## config.mk

```make
export PLATFORM = sky130hd
export DESIGN_NAME = programmable_timer_with_reload
export DESIGN_NICKNAME = d
export VERILOG_FILES = /design/src/sv/ptr_pkg.sv /design/src/sv/ptr_core.sv /design/src/sv/programmable_timer_with_reload.sv
export SDC_FILE = /design/constraint.sdc
export NUM_CORES = 1
export LEC_CHECK = 0
export BUFFER_PORTS_ARGS = -buffer_cell sky130_fd_sc_hd__buf_4
export CAP_MARGIN = 20
export CORE_MARGIN = 10
export CORE_UTILIZATION = 50
export CTS_BUF_LIST = sky130_fd_sc_hd__clkbuf_8 sky130_fd_sc_hd__clkbuf_16
export CTS_CLUSTER_DIAMETER = 120
export DETAILED_ROUTE_END_ITERATION = 8
export PLACE_DENSITY = 0.71
export SYNTH_ARGS = -nofsm -noshare
export SYNTH_HDL_FRONTEND = slang
export SYNTH_SLANG_ARGS = --single-unit
```

## constraint.sdc

```tcl
create_clock -name clk -period 2.7 [get_ports clk]
set_input_delay 0.135 -clock clk [delete_from_list [all_inputs] [get_ports clk]]
set_output_delay 0.135 -clock clk [all_outputs]
set_load 0.1 [all_outputs]
```

## src/sv/ptr_pkg.sv

```systemverilog
// Shared types and constants for the programmable timer with reload.
`timescale 1ns / 1ps

package ptr_pkg;

	localparam int unsigned PRESCALE_W = 10;

	// Request kinds
	localparam logic [1:0] REQ_TICK  = 2'd0;
	localparam logic [1:0] REQ_WRITE = 2'd1;
	localparam logic [1:0] REQ_READ  = 2'd2;

	// Register addresses
	localparam logic [1:0] ADDR_COUNT   = 2'd0;
	localparam logic [1:0] ADDR_RELOAD  = 2'd1;
	localparam logic [1:0] ADDR_CONTROL = 2'd2;

	localparam int unsigned ENABLE_BIT = 2;
	localparam logic [7:0]  COUNT_MAX  = 8'hFF;

	// Prescaler periods selected by control bits 1:0
	localparam logic [PRESCALE_W:0] PERIOD_SEL0 = 11'd1024;
	localparam logic [PRESCALE_W:0] PERIOD_SEL1 = 11'd16;
	localparam logic [PRESCALE_W:0] PERIOD_SEL2 = 11'd64;
	localparam logic [PRESCALE_W:0] PERIOD_SEL3 = 11'd256;

	typedef struct packed {
		logic [7:0] read_data;
		logic       irq_request;
	} result_t;

	function automatic logic [PRESCALE_W:0] period_of(input logic [1:0] sel);
		logic [PRESCALE_W:0] p;
		case (sel)
			2'd0:    p = PERIOD_SEL0;
			2'd1:    p = PERIOD_SEL1;
			2'd2:    p = PERIOD_SEL2;
			default: p = PERIOD_SEL3;
		endcase
		return p;
	endfunction

endpackage

```

## src/sv/ptr_core.sv

```systemverilog
// Timer register file, prescaler and counter update for one word per cycle while accept is high.
`timescale 1ns / 1ps

module ptr_core (
	input  logic               clk,
	input  logic               arst_n,
	input  logic               accept,
	input  logic [1:0]         req_type,
	input  logic [1:0]         reg_addr,
	input  logic [7:0]         write_data,
	output ptr_pkg::result_t   result
);

	logic [7:0]                    count_q;
	logic [7:0]                    reload_q;
	logic [7:0]                    control_q;
	logic [ptr_pkg::PRESCALE_W-1:0] prescale_q;

	logic [7:0]                    count_d;
	logic [7:0]                    control_d;
	logic [7:0]                    reload_d;
	logic [ptr_pkg::PRESCALE_W-1:0] prescale_d;
	logic [ptr_pkg::PRESCALE_W:0]   pre_inc;
	logic [ptr_pkg::PRESCALE_W:0]   period;
	logic [ptr_pkg::PRESCALE_W:0]   pre_sub;

	always_comb begin
		count_d    = count_q;
		reload_d   = reload_q;
		control_d  = control_q;
		prescale_d = prescale_q;
		result     = '0;
		period     = ptr_pkg::period_of(control_q[1:0]);
		pre_inc    = {1'b0, prescale_q} + 1'b1;
		pre_sub    = pre_inc - period;
		case (req_type)
			ptr_pkg::REQ_TICK: begin
				if (control_q[ptr_pkg::ENABLE_BIT]) begin
					prescale_d = pre_inc[ptr_pkg::PRESCALE_W-1:0];
					if (pre_inc >= period) begin
						// one period per tick; any excess drains on later ticks
						prescale_d = pre_sub[ptr_pkg::PRESCALE_W-1:0];
						if (count_q == ptr_pkg::COUNT_MAX) begin
							count_d            = reload_q;
							result.irq_request = 1'b1;
						end else begin
							count_d = count_q + 8'd1;
						end
					end
				end
			end
			ptr_pkg::REQ_WRITE: begin
				unique case (reg_addr)
					ptr_pkg::ADDR_COUNT:  count_d  = write_data;
					ptr_pkg::ADDR_RELOAD: reload_d = write_data;
					ptr_pkg::ADDR_CONTROL: begin
						// rising enable restarts the prescaler and loads the counter
						if (write_data[ptr_pkg::ENABLE_BIT] &&
						    !control_q[ptr_pkg::ENABLE_BIT]) begin
							prescale_d = '0;
							count_d    = reload_q;
						end
						control_d = write_data;
					end
					default: ;
				endcase
			end
			ptr_pkg::REQ_READ: begin
				unique case (reg_addr)
					ptr_pkg::ADDR_COUNT:   result.read_data = count_q;
					ptr_pkg::ADDR_RELOAD:  result.read_data = reload_q;
					ptr_pkg::ADDR_CONTROL: result.read_data = control_q;
					default:               result.read_data = '0;
				endcase
			end
			default: ;
		endcase
	end

	always_ff @(posedge clk or negedge arst_n) begin
		if (!arst_n) begin
			count_q    <= '0;
			reload_q   <= '0;
			control_q  <= '0;
			prescale_q <= '0;
		end else if (accept) begin
			count_q    <= count_d;
			reload_q   <= reload_d;
			control_q  <= control_d;
			prescale_q <= prescale_d;
		end
	end

endmodule

```

## src/sv/programmable_timer_with_reload.sv

```systemverilog
// Top level of the programmable 8-bit timer with reload and interrupt pulse.
`timescale 1ns / 1ps

// Programmable 8-bit timer with counter, reload and control registers. Every word on the
// input channel is a tick of one CPU clock, a register write or a register read, and
// each gives exactly one result word: read_data (register value on a read, else zero)
// and irq_request (counter overflow on this tick). One word is taken every cycle while
// in_stall is low; the register update is combinational from the input to the state
// registers, and the result leaves through an output register backed by one skid entry,
// so in_stall is a register and rises only after the output side has stalled two words.
module programmable_timer_with_reload (
	input  logic       clk,
	input  logic       arst_n,
	input  logic       in_valid,
	output logic       in_stall,
	input  logic [1:0] req_type,
	input  logic [1:0] reg_addr,
	input  logic [7:0] write_data,
	output logic       out_valid,
	input  logic       out_stall,
	output logic [7:0] read_data,
	output logic       irq_request
);

	ptr_pkg::result_t result;
	ptr_pkg::result_t out_q;
	ptr_pkg::result_t skid_q;
	logic             out_valid_q;
	logic             skid_valid_q;
	logic             accept;
	logic             out_free;

	assign in_stall    = skid_valid_q;
	assign accept      = in_valid && !skid_valid_q;
	assign out_free    = !out_valid_q || !out_stall;
	assign out_valid   = out_valid_q;
	assign read_data   = out_q.read_data;
	assign irq_request = out_q.irq_request;

	ptr_core u_core (
		.clk        (clk),
		.arst_n     (arst_n),
		.accept     (accept),
		.req_type   (req_type),
		.reg_addr   (reg_addr),
		.write_data (write_data),
		.result     (result)
	);

	always_ff @(posedge clk or negedge arst_n) begin
		if (!arst_n) begin
			out_valid_q  <= 1'b0;
			skid_valid_q <= 1'b0;
		end else begin
			if (out_free) begin
				// advance skid into output, else take the new word
				out_valid_q <= skid_valid_q || accept;
				if (skid_valid_q)
					skid_valid_q <= 1'b0;
			end else if (accept) begin
				skid_valid_q <= 1'b1;
			end
		end
	end

	always_ff @(posedge clk) begin
		if (out_free) begin
			if (skid_valid_q)
				out_q <= skid_q;
			else if (accept)
				out_q <= result;
		end
		if (accept && !out_free)
			skid_q <= result;
	end

endmodule
```

==> summary.md, run 1 <==
| Metric | Value |
|---|---|
| Nets | `~380` |
| Cts bufs inserted | `5` |
| Crit. End Element | `flop` |
| Worst-skew pair later-pin latency | `about 0.32 ns` |
| Startpoint types | `flop` |
| Yosys top cell area share | `0.272` |
| Hold path depth | `3` |
| Drt wl/cell | `about 18 µm` |
| Largest cells by area after synthesis | `dfrtp_1, edfxtp_1, mux2_2` |
| LEAKAGE | `~1.6 nW` |
| # setup viols final | `0` |
| CP Data Required Time | `2.91 ns` |
| Crit path DAT | `2.82 ns` |
| Core ar. | `roughly 6400 µm²` |
| Sequential area share after synthesis | `0.435` |
| Relative slew slack | `0.405` |
| Residual DRC | `0` |
| Setup slack, reg-to-reg | `about 0.09 ns` |
| Syn Inst Count | `between 300 and 400` |
| Die Wd | `101 µm` |
| Area grow syn2layout | `15.3%` |
| Biggest area consumer among synthesized cells | `dfrtp_1` |
| Most used DFF post-synth | `dfrtp_1` |
| Hold Startpoint | `in_valid` |
| Tmin final | `around 2.6 ns` |
| Clock skew | `approximately 0.012 ns` |
| Worst Path Max Fanout | `8` |
| Tightest Pin Transition | `0.886 ns` |
| CP Cell Sequence | `ha_4 > nand3_4 > inv_2 > nand3_4 > xnor2_2 > ha_4 > nand2b_1 > o32a_4 > o31ai_4 > a21oi_4 > mux2_4` |
| Number of flops mapped to enable cells by yosys | `18` |
| Hold Fails Final Rpt | `0` |
| H-tree levels | `2` |
| Place WS | `between 0.08 and 0.09 ns` |
| All-Layer GR Usage | `0.144` |
| Yosys cell types | `between 60 and 70` |
| RR Startpoint | `u_core.prescale_q[0]` |
| TritonCTS clock tree | `built` |
| Worst Hold Path EP | `out_valid` |
| Hold Path Class | `input port to flop` |
| Top-count cell post-synth | `nor2_1` |
| Die H | `a little over 100 µm` |
| DP HPWL | `5530 µm` |
| Row count | `29` |
| Synth Area per Inst | `roughly 10 µm²` |
| Ys Warns | `0` |
| Antenna-violating nets left | `0` |
| Post-synthesis register bit count | `54` |
| Slew Viols, Final | `0` |
| Top Ports | `27` |
| Worst-path clk slew | `roughly 0.10 ns` |
| Max Clock Freq | `between 300 and 400 MHz` |
| Setup tns final | `0 ns` |
| Gr ovfl total | `0` |
| Gp weighted congestion | `0.847` |
| Worst flop-to-flop path endpoint | `u_core.count_q[1]` |
| Routed WL | `between 7000 and 8000 µm` |
| Cell area power density | `around 810 nW/µm²` |
| Ant. Diodes | `0` |
| Buffers from clock root to sink, at most | `2` |
| Status | `complete, no violations` |
| Layout cells sized above 1 | `0.279` |
| Async S/R FF share, synth | `0.667` |
| Initial Util | `0.519` |
| PortBufs | `26` |
| Clock Sinks | `between 50 and 60` |
| Root buffer cell | `clkbuf_8` |
| DRT iter0 DRCs | `185` |
| Slowest stage delay, CP | `~0.42 ns` |
| Fin crit share | `0.967` |
| Max VDD drop | `0.000376 V` |
| Die Footprint | `between 10000 and 15000 µm²` |
| Pin count of the biggest net entering global routing | `37` |
| Via Count | `2608` |
| Top cells by count, synth | `nor2_1, dfrtp_1, nand2_1` |
| Synth Net Count | `approximately 350` |
| Vias in the first global route | `2428` |
| Fillcell total | `between 500 and 600` |
| Critical path class | `flop to flop` |
| R2R cell count | `11` |
| Synthesized cell area | `between 3000 and 4000 µm²` |
| DR pass1 iterations | `5` |
| Max cap viols | `0` |
| Initial antenna violation count | `0` |
| Vias/cell | `approximately 6` |
| Final setup margin | `0.0893 ns` |
| Slowest CP cell | `o32a_4` |
| Global-route wire length before repair | `approximately 12000 µm` |
power breakdown:
part	switching [mW]	leakage [nW]	internal, mW
registers	0.185	0.627	1.02
clock network	0.287	0.0408	0.186
logic	0.769	0.929	0.649
total	1.24	1.60	1.86
area by class of cell:
class / instances / area [µm²] / area share
flip-flops and latches: 54 / 1440 / 0.378
clock inverters: 3 / 23.8 / 0.00622
clock buffers: 5 / 68.8 / 0.0180
well taps: 77 / 96.3 / 0.0252
repair buffers: 44 / 333 / 0.0871
inverters: 7 / 26.3 / 0.00687
multi-input cells: 245 / 1830 / 0.479
worst max-delay path: cells and delay by family (launching register included):
kind                     cells  cell delay [ns]
AO/OA/AOI/OAI                3             0.85
XOR/XNOR                     1             0.15
adder cells (fa/ha/maj)      2             0.35
buffers and inverters        1             0.09
flip-flops                   1             0.40
multiplexers                 1             0.33
AND/OR/NAND/NOR              3             0.34
registers in the layout, indices dropped and copies added (netlist names):
signal and cells:
in_stall 1, irq_request 1, out_valid 1, read_data 8
skid_q 9, u_core.control_q 8, u_core.count_q 8, u_core.prescale_q 10
u_core.reload_q 8
repair_timing:
action | CTS | global route
hold buffers | 1 | 0
setup buffers | 0 | 4
resized for setup | 0 | 4
endpoints found under the hold margin | 36 | 0
setup endpoints to repair | 0 | 7
stage by stage:
step           hold slack [ns]  instance area (µm²)  std cells   util  power, mW
4_1_cts                 0.0517                 3770        432  0.590       3.03
2_1_floorplan           -0.161                 3350        321      -       2.23
3_3_place_gp             0.123                 3660        423  0.574       2.51
3_5_place_dp             0.132                 3660        423  0.574       2.55
5_1_grt                 0.0551                 3820        435  0.599       3.28
6_report                0.0535                 3820        435  0.599       3.10
per-layer routing:
layer	wire length, µm	GRT usage
met1	3540	0.202
met3	525	0.0334
met2	3490	0.217
met4	82	0.0375
met5	0	0
logic make-up after synthesis:
group / share of synthesized area
simple gates: 0.196
compound gates: 0.173
flops: 0.435
mux: 0.107
buf+inv: 0.0325
xor+xnor: 0.0264
fa+ha+maj: 0.0302
placed cells by master, fill, tap and decap left out, types with 6 or more instances in the layout:
cell type,instances
xnor2_1,6
nand2b_1,7
nand2_1,27
ha_1,6
and3_1,7
dfrtp_1,34
o31ai_1,9
a21oi_1,12
buf_4,43
nor2b_1,6
inv_1,6
mux2_2,16
mux2i_1,10
o21ai_0,9
edfxtp_1,18
nor2_1,40
nand3_1,14
worst max-delay path by stage:
stage | startpoint | to | slack, ns | cells past startpoint
2_1_floorplan | u_core.prescale_q[1] | irq_request | 0.01 | 11
3_3_place_gp | u_core.prescale_q[1] | u_core.count_q[0] | 0.16 | 11
3_5_place_dp | u_core.prescale_q[1] | u_core.count_q[1] | 0.09 | 11
4_1_cts | u_core.prescale_q[1] | u_core.count_q[1] | 0.07 | 11
5_1_grt | u_core.prescale_q[0] | u_core.count_q[0] | -0.006 | 11
6_report | u_core.prescale_q[0] | u_core.count_q[1] | 0.09 | 11
No activity file was read; power rests on OpenSTA's default activity.
==> run 2, diff against run 1 <==
--- a/config.mk
+++ b/config.mk
@@ -9,7 +9,7 @@
 export CAP_MARGIN = 20
 export CORE_MARGIN = 10
 export CORE_UTILIZATION = 50
-export CTS_BUF_LIST = sky130_fd_sc_hd__clkbuf_8 sky130_fd_sc_hd__clkbuf_16
+export CTS_BUF_LIST = sky130_fd_sc_hd__clkbuf_4
 export CTS_CLUSTER_DIAMETER = 120
 export DETAILED_ROUTE_END_ITERATION = 8
 export PLACE_DENSITY = 0.71
==> run 2 against run 1 <==
  * Sequential cell count did not move
  * Setup slack got worse by 0.023 ns
  * Combinational power barely moved
  * Sequential power barely moved
  * Sequential share of layout area fell by 0.63 points
  * Design area rose by 1.7%
  * Hold slack got worse by 0.038 ns
  * Via count rose by 1.9%
  * Non-clock buffer count rose by 11
  * Utilization rose by 1.0 points
  * Critical endpoint unchanged
  * First-iteration DRC count rose by 3.2%
  * Largest cell class unchanged
  * Critical path depth did not move
==> summary.md, run 2 (synthesis results as in run 1) <==
| Metric | Value |
|---|---|
| Buffers from clock root to sink, at most | `2 (unchanged)` |
| Fillcell total | `529 (-1.5%)` |
| Area grow syn2layout | `17.3%` |
| Post-layout instance area | `3890 µm² (+1.7%)` |
| Vias in the first global route | `2458 (+1.2%)` |
| DR pass1 iterations | `5 (unchanged)` |
| CP Data Required Time | `2.98 ns (+0.07 ns)` |
| Critical Path Most Common Cell | `nand3_4` |
| Max Clock Freq | `380 MHz (-0.87%)` |
| Top Ports | `27 (unchanged)` |
| Initial Util | `0.519 (unchanged)` |
| DRT iter0 DRCs | `191 (+3.2%)` |
| Gr ovfl total | `0 (unchanged)` |
| All-Layer GR Usage | `0.144 (+0.000564)` |
| Max VDD drop | `0.000396 V (+5.4%)` |
| Vias/cell | `5.96 (-0.60%)` |
| Clock Sinks | `54 (unchanged)` |
| Status | `complete, no violations` |
| Antenna-violating nets left | `0 (unchanged)` |
| Cts bufs inserted | `5 (unchanged)` |
| Worst Path Max Fanout | `7 (-1)` |
| CP Cell Sequence | `ha_4 > nand3_4 > inv_2 > nand3_4 > xnor2_2 > ha_2 > buf_4 > o32a_4 > o31ai_4 > a21oi_4 > mux2_4` |
| Pin count of the biggest net entering global routing | `37 (unchanged)` |
| Fin crit share | `0.975 (+0.00848)` |
| Worst-skew pair later-pin latency | `0.39 ns (+0.07 ns)` |
| Tightest Pin Transition | `0.880 ns (-0.00602 ns)` |
| Worst hold slack | `0.0156 ns (-0.0379 ns)` |
| Initial antenna violation count | `0 (unchanged)` |
| # setup viols final | `0 (unchanged)` |
| H-tree levels | `2 (unchanged)` |
| Placed insts | `423 (unchanged)` |
| Layout cells sized above 1 | `0.279 (about the same)` |
| Switching Power | `1.23 mW (-0.75%)` |
| Leading cell type in the layout, fill and taps excluded | `buf_4` |
| Nets | `392 (+2.9%)` |
| Drt wl/cell | `17.2 µm (-1.8%)` |
| Critical path class | `flop to flop` |
| Crit. End Element | `flop` |
| Max cap viols | `0 (unchanged)` |
| Post-Layout Cell Count | `446 (+2.5%)` |
| Max reg flops | `10 (unchanged)` |
| Die Footprint | `10300 µm² (unchanged)` |
| Gate power share | `0.477 (+0.020)` |
| PortBufs | `26 (unchanged)` |
| DP HPWL | `5530 µm (unchanged)` |
| Hold Fails Final Rpt | `0 (unchanged)` |
| Routed WL | `7690 µm (+0.68%)` |
| Clk network pwr share | `0.125 (-0.028)` |
| Via Count | `2658 (+1.9%)` |
| Die Wd | `101 µm (unchanged)` |
| Core ar. | `6390 µm² (unchanged)` |
| Highest-count cells in the layout ignoring fill and taps | `buf_4, nor2_1, dfrtp_1` |
| Residual DRC | `0 (unchanged)` |
| Row count | `29 (unchanged)` |
| Hold Path Class | `input port to flop` |
| Slowest stage delay, CP | `0.42 ns (about the same)` |
| Clock skew | `0.0298 ns (+0.0179 ns)` |
| Gp weighted congestion | `0.847 (unchanged)` |
| Largest Register | `u_core.prescale_q` |
| Slowest CP cell | `dfrtp_2` |
| Startpoint types | `flop` |
| Seq pwr share | `0.398 (+0.008)` |
| Global-route wire length before repair | `12300 µm (+1.4%)` |
| Crit path DAT | `2.92 ns (+0.10 ns)` |
| Tmin final | `2.63 ns (+0.0229 ns)` |
| LEAKAGE | `1.63 nW (+2.3%)` |
| Root buffer cell | `clkbuf_4` |
| Relative slew slack | `0.409 (+0.00404)` |
| Switching Fraction | `0.406 (+0.00563)` |
| Slew Viols, Final | `0 (unchanged)` |
| Worst-path clk slew | `0.18 ns (+0.08 ns)` |
| Ant. Diodes | `0 (unchanged)` |
| Cell area power density | `781 nW/µm² (-3.8%)` |
| Internal power | `1.80 mW (-3.0%)` |
| Die H | `101 µm (unchanged)` |
| Pwr Total | `3.03 mW (-2.1%)` |
| TritonCTS clock tree | `built` |
| Largest regs | `u_core.prescale_q x10, skid_q x9` |
| DP Area | `3660 µm² (unchanged)` |
[run 2: what timing repair did]
action / in CTS / in global routing
resized for setup: 0 / 4
setup buffers: 0 / 6
setup endpoints to repair: 0 / 9
hold endpoints to repair: 48 / 2
hold buffers: 8 / 1
[run 2: final cells by class]
cell class,instances,area (µm²),area share
Multi-Input combinational cell,245,1820,0.468
Sequential cell,54,1440,0.371
Timing Repair Buffer,55,439,0.113
Tap cell,77,96.3,0.0248
Clock buffer,5,37.5,0.00966
Inverter,7,26.3,0.00676
Clock inverter,3,23.8,0.00612
[run 2: path summary, 6_finish.rpt]
check	start	endpoint	slack [ns]	depth (start not counted)
min	write_data[2]	u_core.control_q[2]	0.02	2
min reg2reg	skid_q[1]	read_data[0]	0.52	2
max	u_core.prescale_q[0]	u_core.count_q[1]	0.07	11
max in group asynchronous	arst_n	u_core.prescale_q[0]	2.13	2
min in group asynchronous	arst_n	u_core.control_q[2]	0.23	2
max reg2reg	u_core.prescale_q[0]	u_core.count_q[1]	0.07	11
[run 2: metal layers]
layer | track usage | part of all wire | vias up | routed length [µm]
met4 | 0.0279 | 0.0059 | 0 | 45
li1 | - | - | 1279 | -
met5 | 0 | 0 | - | 0
met1 | 0.204 | 0.48 | 1297 | 3700
met3 | 0.0320 | 0.059 | 5 | 451
met2 | 0.222 | 0.45 | 77 | 3490
[run 2: stage by stage]
stage	setup slack (ns)	utilization	TNS [ns]
after global routing	-0.0151	0.609	-0.0571
final	0.0664	0.609	0
after CTS	0.0623	0.596	0
after floorplan	0.0110	-	0
after global placement	0.157	0.574	0
after detailed placement	0.0888	0.574	0
[run 2: power groups by stage]
stage | sequential (mW) | combinational (mW) | clock, mW
final | 1.21 | 1.45 | 0.380
after floorplan | 1.29 | 0.944 | 0
after detailed placement | 1.22 | 1.33 | 0
after global placement | 1.21 | 1.30 | 0
after CTS | 1.20 | 1.35 | 0.391
after global routing | 1.23 | 1.56 | 0.421
[run 2: critical path: cells and delay by family, from the launching register on]
family | cells | cell delay, ns
AOI/OAI and AO/OA | 3 | 0.74
adders and majority gates | 2 | 0.49
DFF | 1 | 0.42
muxes | 1 | 0.32
buffers and inverters | 2 | 0.23
and+or+nand+nor | 2 | 0.18
xor gates and xnor gates | 1 | 0.14
